<file path="config.mk">
export PLATFORM = sky130hd
export DESIGN_NAME = device_failover_watcher
export DESIGN_NICKNAME = d
export VERILOG_FILES = /design/src/sv/dfw_pkg.sv /design/src/sv/dfw_core.sv /design/src/sv/device_failover_watcher.sv
export SDC_FILE = /design/constraint.sdc
export NUM_CORES = 1
export LEC_CHECK = 0
export BUFFER_PORTS_ARGS = -buffer_cell sky130_fd_sc_hd__clkbuf_2
export CAP_MARGIN = 20
export CELL_PAD_IN_SITES_DETAIL_PLACEMENT = 1
export CELL_PAD_IN_SITES_GLOBAL_PLACEMENT = 2
export CORE_MARGIN = 1.5
export CORE_UTILIZATION = 40
export CTS_BUF_LIST = sky130_fd_sc_hd__clkbuf_4
export CTS_CLUSTER_SIZE = 14
export DETAILED_ROUTE_END_ITERATION = 7
export PLACE_DENSITY_LB_ADDON = 0.1
export SETUP_SLACK_MARGIN = 0.4
export SYNTH_ARGS = -nofsm -noshare
export SYNTH_HDL_FRONTEND = slang
export SYNTH_SLANG_ARGS = --single-unit
</file>
<file path="constraint.sdc">
create_clock -name i_clk -period 10.23 [get_ports i_clk]
set_clock_uncertainty 0.2 [all_clocks]
set_input_delay 0.5115 -clock i_clk [delete_from_list [all_inputs] [get_ports i_clk]]
set_output_delay 0.5115 -clock i_clk [all_outputs]
set_load 0.01 [all_outputs]
</file>
<file path="src/sv/dfw_pkg.sv">
package dfw_pkg;

    // field widths
    localparam int DEV_W   = 4;
    localparam int MASK_W  = 16;
    localparam int TIME_W  = 32;
    localparam int CFG_W   = 32;
    localparam int ENTRY_W = 5;
    localparam int ALLOW_ENTRIES = 4;
    localparam int ALLOW_W = ALLOW_ENTRIES * ENTRY_W;
    localparam int NUM_DEVICES = 16;

    // watcher states as seen on the output
    typedef enum logic [1:0] {
        ST_IDLE   = 2'd0,
        ST_SEARCH = 2'd1,
        ST_ARMING = 2'd2
    } t_watch;

    // reason codes
    typedef enum logic [2:0] {
        RS_NONE        = 3'd0,
        RS_NOT_ARMED   = 3'd1,
        RS_DWELL       = 3'd2,
        RS_NO_REPL     = 3'd3,
        RS_WAIT_STABLE = 3'd4
    } t_reason;

    // configuration register indexes
    typedef enum logic [1:0] {
        CFG_RULE_ARMED   = 2'd0,
        CFG_DWELL_MS     = 2'd1,
        CFG_STABILITY_MS = 2'd2,
        CFG_ALLOW_LIST   = 2'd3
    } t_cfg_idx;

    typedef struct packed {
        logic               rule_armed;
        logic [TIME_W-1:0]  dwell_ms;
        logic [TIME_W-1:0]  stability_ms;
        logic [ALLOW_W-1:0] allow_list;
    } t_cfg;

    typedef struct packed {
        logic [DEV_W-1:0]  cur_dev;
        logic              cur_valid;
        logic [DEV_W-1:0]  cand_dev;
        logic              cand_valid;
        t_watch            fsm;
        logic [TIME_W-1:0] armed_time;
        logic [TIME_W-1:0] commit_time;
        logic              has_committed;
        t_reason           reason;
    } t_state;

    typedef struct packed {
        logic              mode;
        logic [DEV_W-1:0]  device;
        logic [MASK_W-1:0] present_mask;
        logic [TIME_W-1:0] now_ms;
    } t_item;

endpackage

</file>
<file path="src/sv/dfw_core.sv">
module dfw_core (
    input  dfw_pkg::t_cfg   i_cfg,
    input  dfw_pkg::t_state i_state,
    input  dfw_pkg::t_item  i_item,
    output dfw_pkg::t_state o_state,
    output logic            o_pulse
);
    import dfw_pkg::*;

    // device counts as present only inside the device range
    function automatic logic dev_present(input logic [DEV_W-1:0] d,
                                         input logic [MASK_W-1:0] m);
        logic p;
        p = (int'(d) < NUM_DEVICES) && m[d];
        return p;
    endfunction

    logic [ENTRY_W-1:0] entry;
    logic               pick_ok;
    logic [DEV_W-1:0]   pick_dev;
    logic [TIME_W-1:0]  commit_age;
    logic [TIME_W-1:0]  armed_age;
    logic               cur_here;
    logic               dwell_hold;

    // priority pick over the allow list, entry 0 wins
    always_comb begin
        pick_ok  = 1'b0;
        pick_dev = '0;
        entry    = '0;
        for (int i = ALLOW_ENTRIES - 1; i >= 0; i--) begin
            entry = i_cfg.allow_list[i*ENTRY_W +: ENTRY_W];
            if (entry[ENTRY_W-1] && dev_present(entry[DEV_W-1:0], i_item.present_mask)) begin
                pick_ok  = 1'b1;
                pick_dev = entry[DEV_W-1:0];
            end
        end
    end

    // wrapping time differences
    assign commit_age = i_item.now_ms - i_state.commit_time;
    assign armed_age  = i_item.now_ms - i_state.armed_time;
    assign cur_here   = i_state.cur_valid && dev_present(i_state.cur_dev, i_item.present_mask);
    assign dwell_hold = i_state.has_committed && (i_cfg.dwell_ms != '0)
                        && (commit_age < i_cfg.dwell_ms);

    // next state for one word
    always_comb begin
        o_state = i_state;
        o_pulse = 1'b0;
        if (i_item.mode) begin
            if (!(i_state.cur_valid && i_state.cur_dev == i_item.device)) begin
                o_state.cur_dev    = i_item.device;
                o_state.cur_valid  = 1'b1;
                o_state.cand_dev   = '0;
                o_state.cand_valid = 1'b0;
                o_state.fsm        = ST_IDLE;
                o_state.armed_time = '0;
                o_state.reason     = RS_NONE;
            end
        end else if (!i_cfg.rule_armed) begin
            o_state.fsm        = ST_IDLE;
            o_state.cand_dev   = '0;
            o_state.cand_valid = 1'b0;
            o_state.reason     = RS_NOT_ARMED;
        end else if (cur_here) begin
            o_state.fsm        = ST_IDLE;
            o_state.cand_dev   = '0;
            o_state.cand_valid = 1'b0;
            o_state.armed_time = '0;
            o_state.reason     = RS_NONE;
        end else if (dwell_hold) begin
            o_state.fsm    = ST_SEARCH;
            o_state.reason = RS_DWELL;
        end else if (!pick_ok) begin
            o_state.fsm        = ST_SEARCH;
            o_state.cand_dev   = '0;
            o_state.cand_valid = 1'b0;
            o_state.armed_time = '0;
            o_state.reason     = RS_NO_REPL;
        end else if (i_state.fsm != ST_ARMING || !i_state.cand_valid
                     || i_state.cand_dev != pick_dev) begin
            o_state.fsm        = ST_ARMING;
            o_state.cand_valid = 1'b1;
            o_state.cand_dev   = pick_dev;
            o_state.armed_time = i_item.now_ms;
            o_state.reason     = RS_WAIT_STABLE;
        end else if (armed_age >= i_cfg.stability_ms) begin
            o_state.cur_dev       = i_state.cand_dev;
            o_state.cur_valid     = 1'b1;
            o_state.cand_dev      = '0;
            o_state.cand_valid    = 1'b0;
            o_state.fsm           = ST_IDLE;
            o_state.armed_time    = '0;
            o_state.commit_time   = i_item.now_ms;
            o_state.has_committed = 1'b1;
            o_state.reason        = RS_NONE;
            o_pulse               = 1'b1;
        end
    end

endmodule

</file>
<file path="src/sv/device_failover_watcher.sv">
// the result word is registered and shows in the cycle after its input word is accepted
// throughput: one word per cycle while each result word is taken, set by the single next-state pass in dfw_core
// the route state registers double as the result register; a new word is taken
// whenever the result register is empty or its word is taken in the same cycle
// reset (synchronous, active low) clears configuration, route state and valid
module device_failover_watcher (
    input  logic                       i_clk,
    input  logic                       i_rst_n,
    input  logic                       i_cfg_we,
    input  logic [1:0]                 i_cfg_index,
    input  logic [dfw_pkg::CFG_W-1:0]  i_cfg_data,
    input  logic                       i_in_valid,
    output logic                       o_in_ready,
    input  logic                       i_mode,
    input  logic [dfw_pkg::DEV_W-1:0]  i_device,
    input  logic [dfw_pkg::MASK_W-1:0] i_present_mask,
    input  logic [dfw_pkg::TIME_W-1:0] i_now_ms,
    output logic                       o_out_valid,
    input  logic                       i_out_ready,
    output logic [1:0]                 o_watch_state,
    output logic                       o_candidate_valid,
    output logic [dfw_pkg::DEV_W-1:0]  o_candidate_device,
    output logic                       o_current_valid,
    output logic [dfw_pkg::DEV_W-1:0]  o_current_device,
    output logic                       o_commit_pulse,
    output logic [2:0]                 o_reason_code
);
    import dfw_pkg::*;

    t_cfg   r_cfg;
    t_state r_st;
    t_state n_st;
    t_item  item;
    logic   r_pulse;
    logic   n_pulse;
    logic   r_out_valid;
    logic   in_take;

    assign o_in_ready = !r_out_valid || i_out_ready;
    assign in_take    = i_in_valid && o_in_ready;

    assign item.mode         = i_mode;
    assign item.device       = i_device;
    assign item.present_mask = i_present_mask;
    assign item.now_ms       = i_now_ms;

    dfw_core u_core (
        .i_cfg   (r_cfg),
        .i_state (r_st),
        .i_item  (item),
        .o_state (n_st),
        .o_pulse (n_pulse)
    );

    // configuration registers
    always_ff @(posedge i_clk) begin
        if (!i_rst_n) begin
            r_cfg <= '0;
        end else if (i_cfg_we) begin
            case (t_cfg_idx'(i_cfg_index))
                CFG_RULE_ARMED:   r_cfg.rule_armed   <= i_cfg_data[0];
                CFG_DWELL_MS:     r_cfg.dwell_ms     <= i_cfg_data[TIME_W-1:0];
                CFG_STABILITY_MS: r_cfg.stability_ms <= i_cfg_data[TIME_W-1:0];
                CFG_ALLOW_LIST:   r_cfg.allow_list   <= i_cfg_data[ALLOW_W-1:0];
                default: ;
            endcase
        end
    end

    // route state and result word
    always_ff @(posedge i_clk) begin
        if (!i_rst_n) begin
            r_st        <= '0;
            r_pulse     <= 1'b0;
            r_out_valid <= 1'b0;
        end else begin
            if (in_take) begin
                r_st    <= n_st;
                r_pulse <= n_pulse;
            end
            if (in_take) begin
                r_out_valid <= 1'b1;
            end else if (i_out_ready) begin
                r_out_valid <= 1'b0;
            end
        end
    end

    assign o_out_valid        = r_out_valid;
    assign o_watch_state      = r_st.fsm;
    assign o_candidate_valid  = r_st.cand_valid;
    assign o_candidate_device = r_st.cand_dev;
    assign o_current_valid    = r_st.cur_valid;
    assign o_current_device   = r_st.cur_dev;
    assign o_commit_pulse     = r_pulse;
    assign o_reason_code      = r_st.reason;

    // a commit leaves the route on a device with nothing armed
    a_commit_idle: assert property (@(posedge i_clk) disable iff (!i_rst_n)
        r_pulse |-> (r_st.cur_valid && r_st.fsm == ST_IDLE && !r_st.cand_valid))
        else $error("commit without idle route state");

    // arming always holds a candidate and waits for stability
    a_arming_cand: assert property (@(posedge i_clk) disable iff (!i_rst_n)
        (r_st.fsm == ST_ARMING) |-> (r_st.cand_valid && r_st.reason == RS_WAIT_STABLE))
        else $error("arming without candidate");

    // route state moves only on an accepted word
    a_state_hold: assert property (@(posedge i_clk) disable iff (!i_rst_n)
        !in_take |=> $stable(r_st))
        else $error("route state changed without input word");

    // a pulse needs a prior commit record
    a_pulse_hist: assert property (@(posedge i_clk) disable iff (!i_rst_n)
        r_pulse |-> r_st.has_committed)
        else $error("commit pulse without commit history");

endmodule
</file>
=== Word level (Yosys, flattened, before mapping) ===
Cells that the tools add are included.

* Muxes and demuxes: 58
* Eq/ne operators: 15
* Bitwise operators: 4
* Reduce and logical (&&, ||, !) cells: 29
* $lt $le $gt $ge: 7
* Add/subtract/negate cells: 2

{| class="wikitable"
|+ Operators by type and width
! cell !! number
|-
| 2-to-1 mux 80 bit || 7
|-
| 2-to-1 mux 65 bit || 2
|-
| 2-to-1 mux 39 bit || 3
|-
| 2-to-1 mux 33 bit || 3
|-
| 2-to-1 mux 44 bit || 2
|-
| subtractor 32 bit || 2
|-
| greater-or-equal comparator 32 bit || 1
|-
| < comparator 32 bit || 1
|-
| nonzero test 32 bit || 1
|-
| < comparator 4 x 5 -> 1 bit (second input constant) || 5
|-
| 2-to-1 mux 3 bit || 7
|-
| binary-select mux 1 bit (select 4 bit) || 5
|-
| 2-to-1 mux 5 bit || 4
|-
| 2-to-1 mux 1 bit || 18
|-
| 2-to-1 mux 4 bit || 4
|-
| AND reduction 8 bit || 2
|-
| 2-to-1 mux 10 bit || 1
|-
| inequality test 2 bit (second input constant) || 5
|-
| logical AND 1 bit || 9
|-
| AND reduction 2 bit || 4
|-
| nonzero test 2 bit || 4
|-
| 2-to-1 mux 7 bit || 1
|-
| inequality test 7 bit (second input constant) || 1
|-
| inequality test 6 bit (second input constant) || 1
|-
| 15 further kinds || 22
|}

* Register bits: 167
* Bits of input ports: 92
* Output and inout port bits: 18

=== Depth between registers and ports, before layout ===
* Depth in word-level cells: 21
* Mapped depth: 25
* Mapped depth without buffers: 23

=== Hierarchy ===
A second synthesis with hierarchy kept.

* Cells, all modules: 1628
* Area, all modules: 13233.9 µm²

{| class="wikitable"
|+ Modules (own cells, without submodules)
! module !! seq. area each (µm²) !! cells each !! times used !! area each (µm²)
|-
| dfw_core || 0.0 || 939 || 1 || 6935.4
|-
| device_failover_watcher || 3343.2 || 689 || 1 || 6298.5
|}

=== Worst setup path before layout ===
Ideal clock, no wire load.

* Path type: input -> register
* Start: in i_now_ms[0] (netlist bit)
* End: reg r_pulse (netlist: o_commit_pulse)
* Data required time: 9.915 ns
* Arrival time: 4.878 ns
* Path slack: 5.037 ns
* Cell stages on the path: 25
* Setup time: 0.115 ns
* Cells stage by stage: inv_1 ha_1 inv_1 fa_1 a21oi_1 o211ai_1 a21oi_1 a211oi_1 o21bai_1 o21ai_0 a21oi_1 or4b_2 o2111ai_1 ha_1 o21ai_0 o21bai_1 a21o_1 a211oi_1 o21bai_1 nor4_1 or3_1 nor4_2 buf_6 buf_12 o21a_1

* Cells in the longest elaborated chain, start to end: 9
* Elaborated cells on any way between the ends: 12
* Those cells by class: add/sub: 2; order compare: 2; mux: 7; reduce/logical: 1

{| class="wikitable"
|+ RTL lines
! element !! line !! text
|-
| start: declaration || device_failover_watcher.sv:17 || <nowiki>input logic [dfw_pkg::TIME_W-1:0] i_now_ms,</nowiki>
|-
| subtractor 32 bit || dfw_core.sv:42 || <nowiki>assign armed_age = i_item.now_ms - i_state.armed_time;</nowiki>
|-
| greater-or-equal comparator 32 bit || dfw_core.sv:88 || <nowiki>end else if (armed_age >= i_cfg.stability_ms) begin</nowiki>
|-
| 2-to-1 mux 1 bit || dfw_core.sv:88 ||
|-
| 2-to-1 mux 1 bit || dfw_core.sv:81 || <nowiki>end else if (i_state.fsm != ST_ARMING || !i_state.cand_valid</nowiki>
|-
| 2-to-1 mux 1 bit || dfw_core.sv:75 || <nowiki>end else if (!pick_ok) begin</nowiki>
|-
| 2-to-1 mux 1 bit * || dfw_core.sv:72 || <nowiki>end else if (dwell_hold) begin</nowiki>
|-
| 2-to-1 mux 1 bit * || dfw_core.sv:66 || <nowiki>end else if (cur_here) begin</nowiki>
|-
| 2-to-1 mux 1 bit * || dfw_core.sv:61 || <nowiki>end else if (!i_cfg.rule_armed) begin</nowiki>
|-
| 2-to-1 mux 1 bit * || dfw_core.sv:51 || <nowiki>if (i_item.mode) begin</nowiki>
|-
| end signal: assignment || device_failover_watcher.sv:79 || <nowiki>r_pulse <= n_pulse;</nowiki>
|-
| end: declaration || device_failover_watcher.sv:34 || <nowiki>logic r_pulse;</nowiki>
|}

Every way passes the cells marked *; elsewhere a longest branch is shown, timed or not.
A chain may end at the register's enable or synchronous reset.

=== Final worst setup path ===
* Start: in i_now_ms[0] (netlist bit)
* End: reg r_st[54] (netlist bit)

* Cells in the longest elaborated chain, start to end: 5
* Elaborated cells on any way between the ends: 8
* Those cells by class: add/sub: 2; order compare: 2; eq/ne: 2; reduce/logical: 2

{| class="wikitable"
|+ RTL lines
! element !! line !! text
|-
| subtractor 32 bit || dfw_core.sv:41 || <nowiki>assign commit_age = i_item.now_ms - i_state.commit_time;</nowiki>
|-
| < comparator 32 bit || dfw_core.sv:45 || <nowiki>&& (commit_age < i_cfg.dwell_ms);</nowiki>
|-
| logical AND 1 bit || dfw_core.sv:45 ||
|-
| inequality test 3 x 2 -> 1 bit (no line) || n/a ||
|-
| AND reduction 5 bit (no line) * || n/a ||
|-
| end signal: assignment || device_failover_watcher.sv:78 || <nowiki>r_st <= n_st;</nowiki>
|-
| end: declaration || device_failover_watcher.sv:31 || <nowiki>t_state r_st;</nowiki>
|}

Marks and branches as above.

==> flow_metrics.tcl <==
set metrics [dict create \
    hold_slack_ns 0.0533 \
    syn_nets 1793 \
    drive_above_1_share 0.113 \
    path_common_cell "nand4_1" \
    num_io_pins 110 \
    dieWidth_um 179 \
    holdCritPathClass "input pin to flop" \
    grt_max_degree 87 \
    setup_viol 0 \
    syn_avg_cell_area_um2 7.88 \
    cts_buffers 17 \
    grt_use_total 0.249 \
    htree_levels 4 \
    relSlewSlack 0.269 \
    drv_cap 0 \
    rows 64 \
    final_hold_viol_count 0 \
    ir_drop_mv 0.0637 \
    worst_r2r_path_depth 22 \
    yosysUniqueCellTypes 92 \
    drt_pass1_iterations 5 \
    ys_warn_count 0 \
    worstSetupEndpointType "flop" \
    grt_pass1_wl_um 61800 \
    nets 1914 \
    nFillCells 3798 \
    leakage_nw 5.32 \
    drt-initial-drc-count 498 \
    start_util 0.406 \
    final_antenna_net_count 0 \
    synth_most_common_cell "nand2_1" \
    r2r_end "r_st[54]$_SDFFE_PN0P_" \
    drc 0 \
    dieArea_mm2 0.0321 \
    yosysSeqAreaShare 0.266 \
    synth_top_cell_by_area "dfxtp_1" \
    io_buffers 109 \
    cts_buffer_depth 2 \
    cts_setup_buffers 0 \
    fin_crit_ns 6.73 \
    r2r_slack_ns 3.71 \
    antenna_found_initial 2 \
    crit_type "input pin to flop" \
    synth_edf_count 0 \
    start_kind "input pin" \
    crit_path_max_incr_delay_ns 0.78 \
    cts_tree "built" \
    fin_crit_sh 0.658 \
    yosys-top-cells-count "nand2_1, dfxtp_1, inv_1" \
    routed_via_density 5.44 \
    synth.area.top_cells "dfxtp_1, ha_1, nand2_1" \
    syn2layout_area_growth_pct 12.8 \
    core_mm2 0.0306 \
    worstSetupStartpoint "i_now_ms[0]" \
    synth_top_area_frac 0.266 \
    max_freq_mhz 149 \
    crit_required_ns 10.61 \
    clock-sinks 165 \
    dp_hpwl_um 29700 \
    rsz0062_at_grt "false" \
    run_status "completed" \
    wl_per_cell_um 18.4 \
    slew_violations 0 \
    synthArstFlopShare 0 \
    arrival_ns 7.11 \
    critPathCapture "r_st[54]$_SDFFE_PN0P_" \
    netlist_area_mm2 0.0124 \
    clockRootBuffer "clkbuf_4" \
    synth_flop_cell "dfxtp_1" \
    finalSetupTns_ns 0 \
    synth-seq-cells 165 \
    insertion_delay_ns 0.64 \
    tightest_slew_ns 1.07 \
    fp.dieH_um 179 \
    gr-total-overflow 0 \
    vias 11481 \
    powerDensity_mw_per_mm2 103 \
    clkTransAtPathRegs_ns 0.16 \
    grt_pass1_vias 11598 \
    reg2reg_from "r_st[4]$_SDFFE_PN0P_" \
    place_congestion 0.851 \
    routed_wl_um 38800 \
    slowest_stage "and4_1" \
    cp_max_fo 25 \
    synth_cells 1574 \
]
==> kinds of logic after synthesis <==
family | synth area share
DFF | 0.266
buffers and inverters | 0.0842
AOI/OAI and AO/OA | 0.211
xor gates and xnor gates | 0.0438
and+or+nand+nor | 0.196
muxes | 0.0699
adders and majority gates | 0.129
==> per-stage QoR <==
stage               cell area [um^2]  total power (W)  setup WS (ns)   util  cells
finish                         14000          0.00145           3.50  0.458   2109
global route                   14000          0.00154           2.94  0.458   2108
CTS                            14000          0.00147           3.55  0.457   2104
detailed placement             13100          0.00103           3.42  0.427   2007
global placement               13100          0.00102           3.59  0.427   2006
floorplan                      12400         0.000915           5.04      -   1574
==> cell usage in the layout (no fill, tap or decap), drive strengths merged, types with 15 or more instances in the layout <==
cell	instances
a22o	32
ha	125
dlygate4sd3	65
nand4	22
nand2b	15
mux2i	63
a21oi	145
nor2b	22
a21o	22
dfxtp	165
nand2	282
nor4	15
o21ai	52
clkbuf	125
nor3	23
nor2	65
xor2	21
inv	160
xnor2	41
nand3	21
==> worst min-delay path by stage <==
stage,from,slack [ns],to,cells past startpoint
floorplan,r_st[10]$_SDFFE_PN0P_,0.23,r_st[10]$_SDFFE_PN0P_,2
global placement,r_st[7]$_SDFFE_PN0P_,0.24,r_st[7]$_SDFFE_PN0P_,2
detailed placement,r_cfg[28]$_SDFFE_PN0P_,0.25,r_cfg[28]$_SDFFE_PN0P_,2
CTS,i_now_ms[1],0.02,r_st[37]$_SDFFE_PN0P_,2
global route,i_now_ms[1],0.02,r_st[37]$_SDFFE_PN0P_,2
finish,i_now_ms[1],0.05,r_st[37]$_SDFFE_PN0P_,2
==> final cells by class <==
cell class | count | area (um^2) | share of cell area
Clock inverter | 15 | 148 | 0.0105
Timing Repair Buffer | 182 | 1250 | 0.0895
Inverter | 154 | 578 | 0.0413
Clock buffer | 17 | 128 | 0.00912
Tap cell | 396 | 495 | 0.0354
Sequential cell | 165 | 3300 | 0.236
Multi-Input combinational cell | 1175 | 8080 | 0.577
Antenna cell | 5 | 12.5 | 0.000894
==> power by group <==
group | switching [W] | total [W] | internal, W
clock network | 0.000281 | 0.000408 | 0.000128
registers | 0.0000157 | 0.000671 | 0.000656
logic | 0.000211 | 0.000366 | 0.000155
==> layer usage <==
layer / up-vias / share of wire / global-route usage
met5: - / 0 / 0
met4: 0 / 0.023 / 0.0730
met3: 40 / 0.026 / 0.0352
met2: 154 / 0.48 / 0.435
met1: 5530 / 0.47 / 0.316
li1: 5757 / - / -
==> flip-flops by register name (all words and copies together), names as in the netlist, 2 cells and up <==
register and flops:
o_candidate_device 4, o_current_device 4, o_reason_code 2, r_cfg 85, r_st 65
==> worst max-delay path, delay by kind of cell <==
kind	cells	cell delay, ns
AO/OA/AOI/OAI	7	2.10
XOR/XNOR	1	0.07
adder cells (fa/ha/maj)	3	0.89
buffers and inverters	5	1.26
AND/OR/NAND/NOR	9	2.24
==> repair_timing <==
item | in CTS | in global routing
resized for setup | 0 | 0
setup endpoints to repair | 0 | 0
hold endpoints to repair | 146 | 0
hold buffers | 65 | 0
No activity file was read; power rests on OpenSTA's default activity.
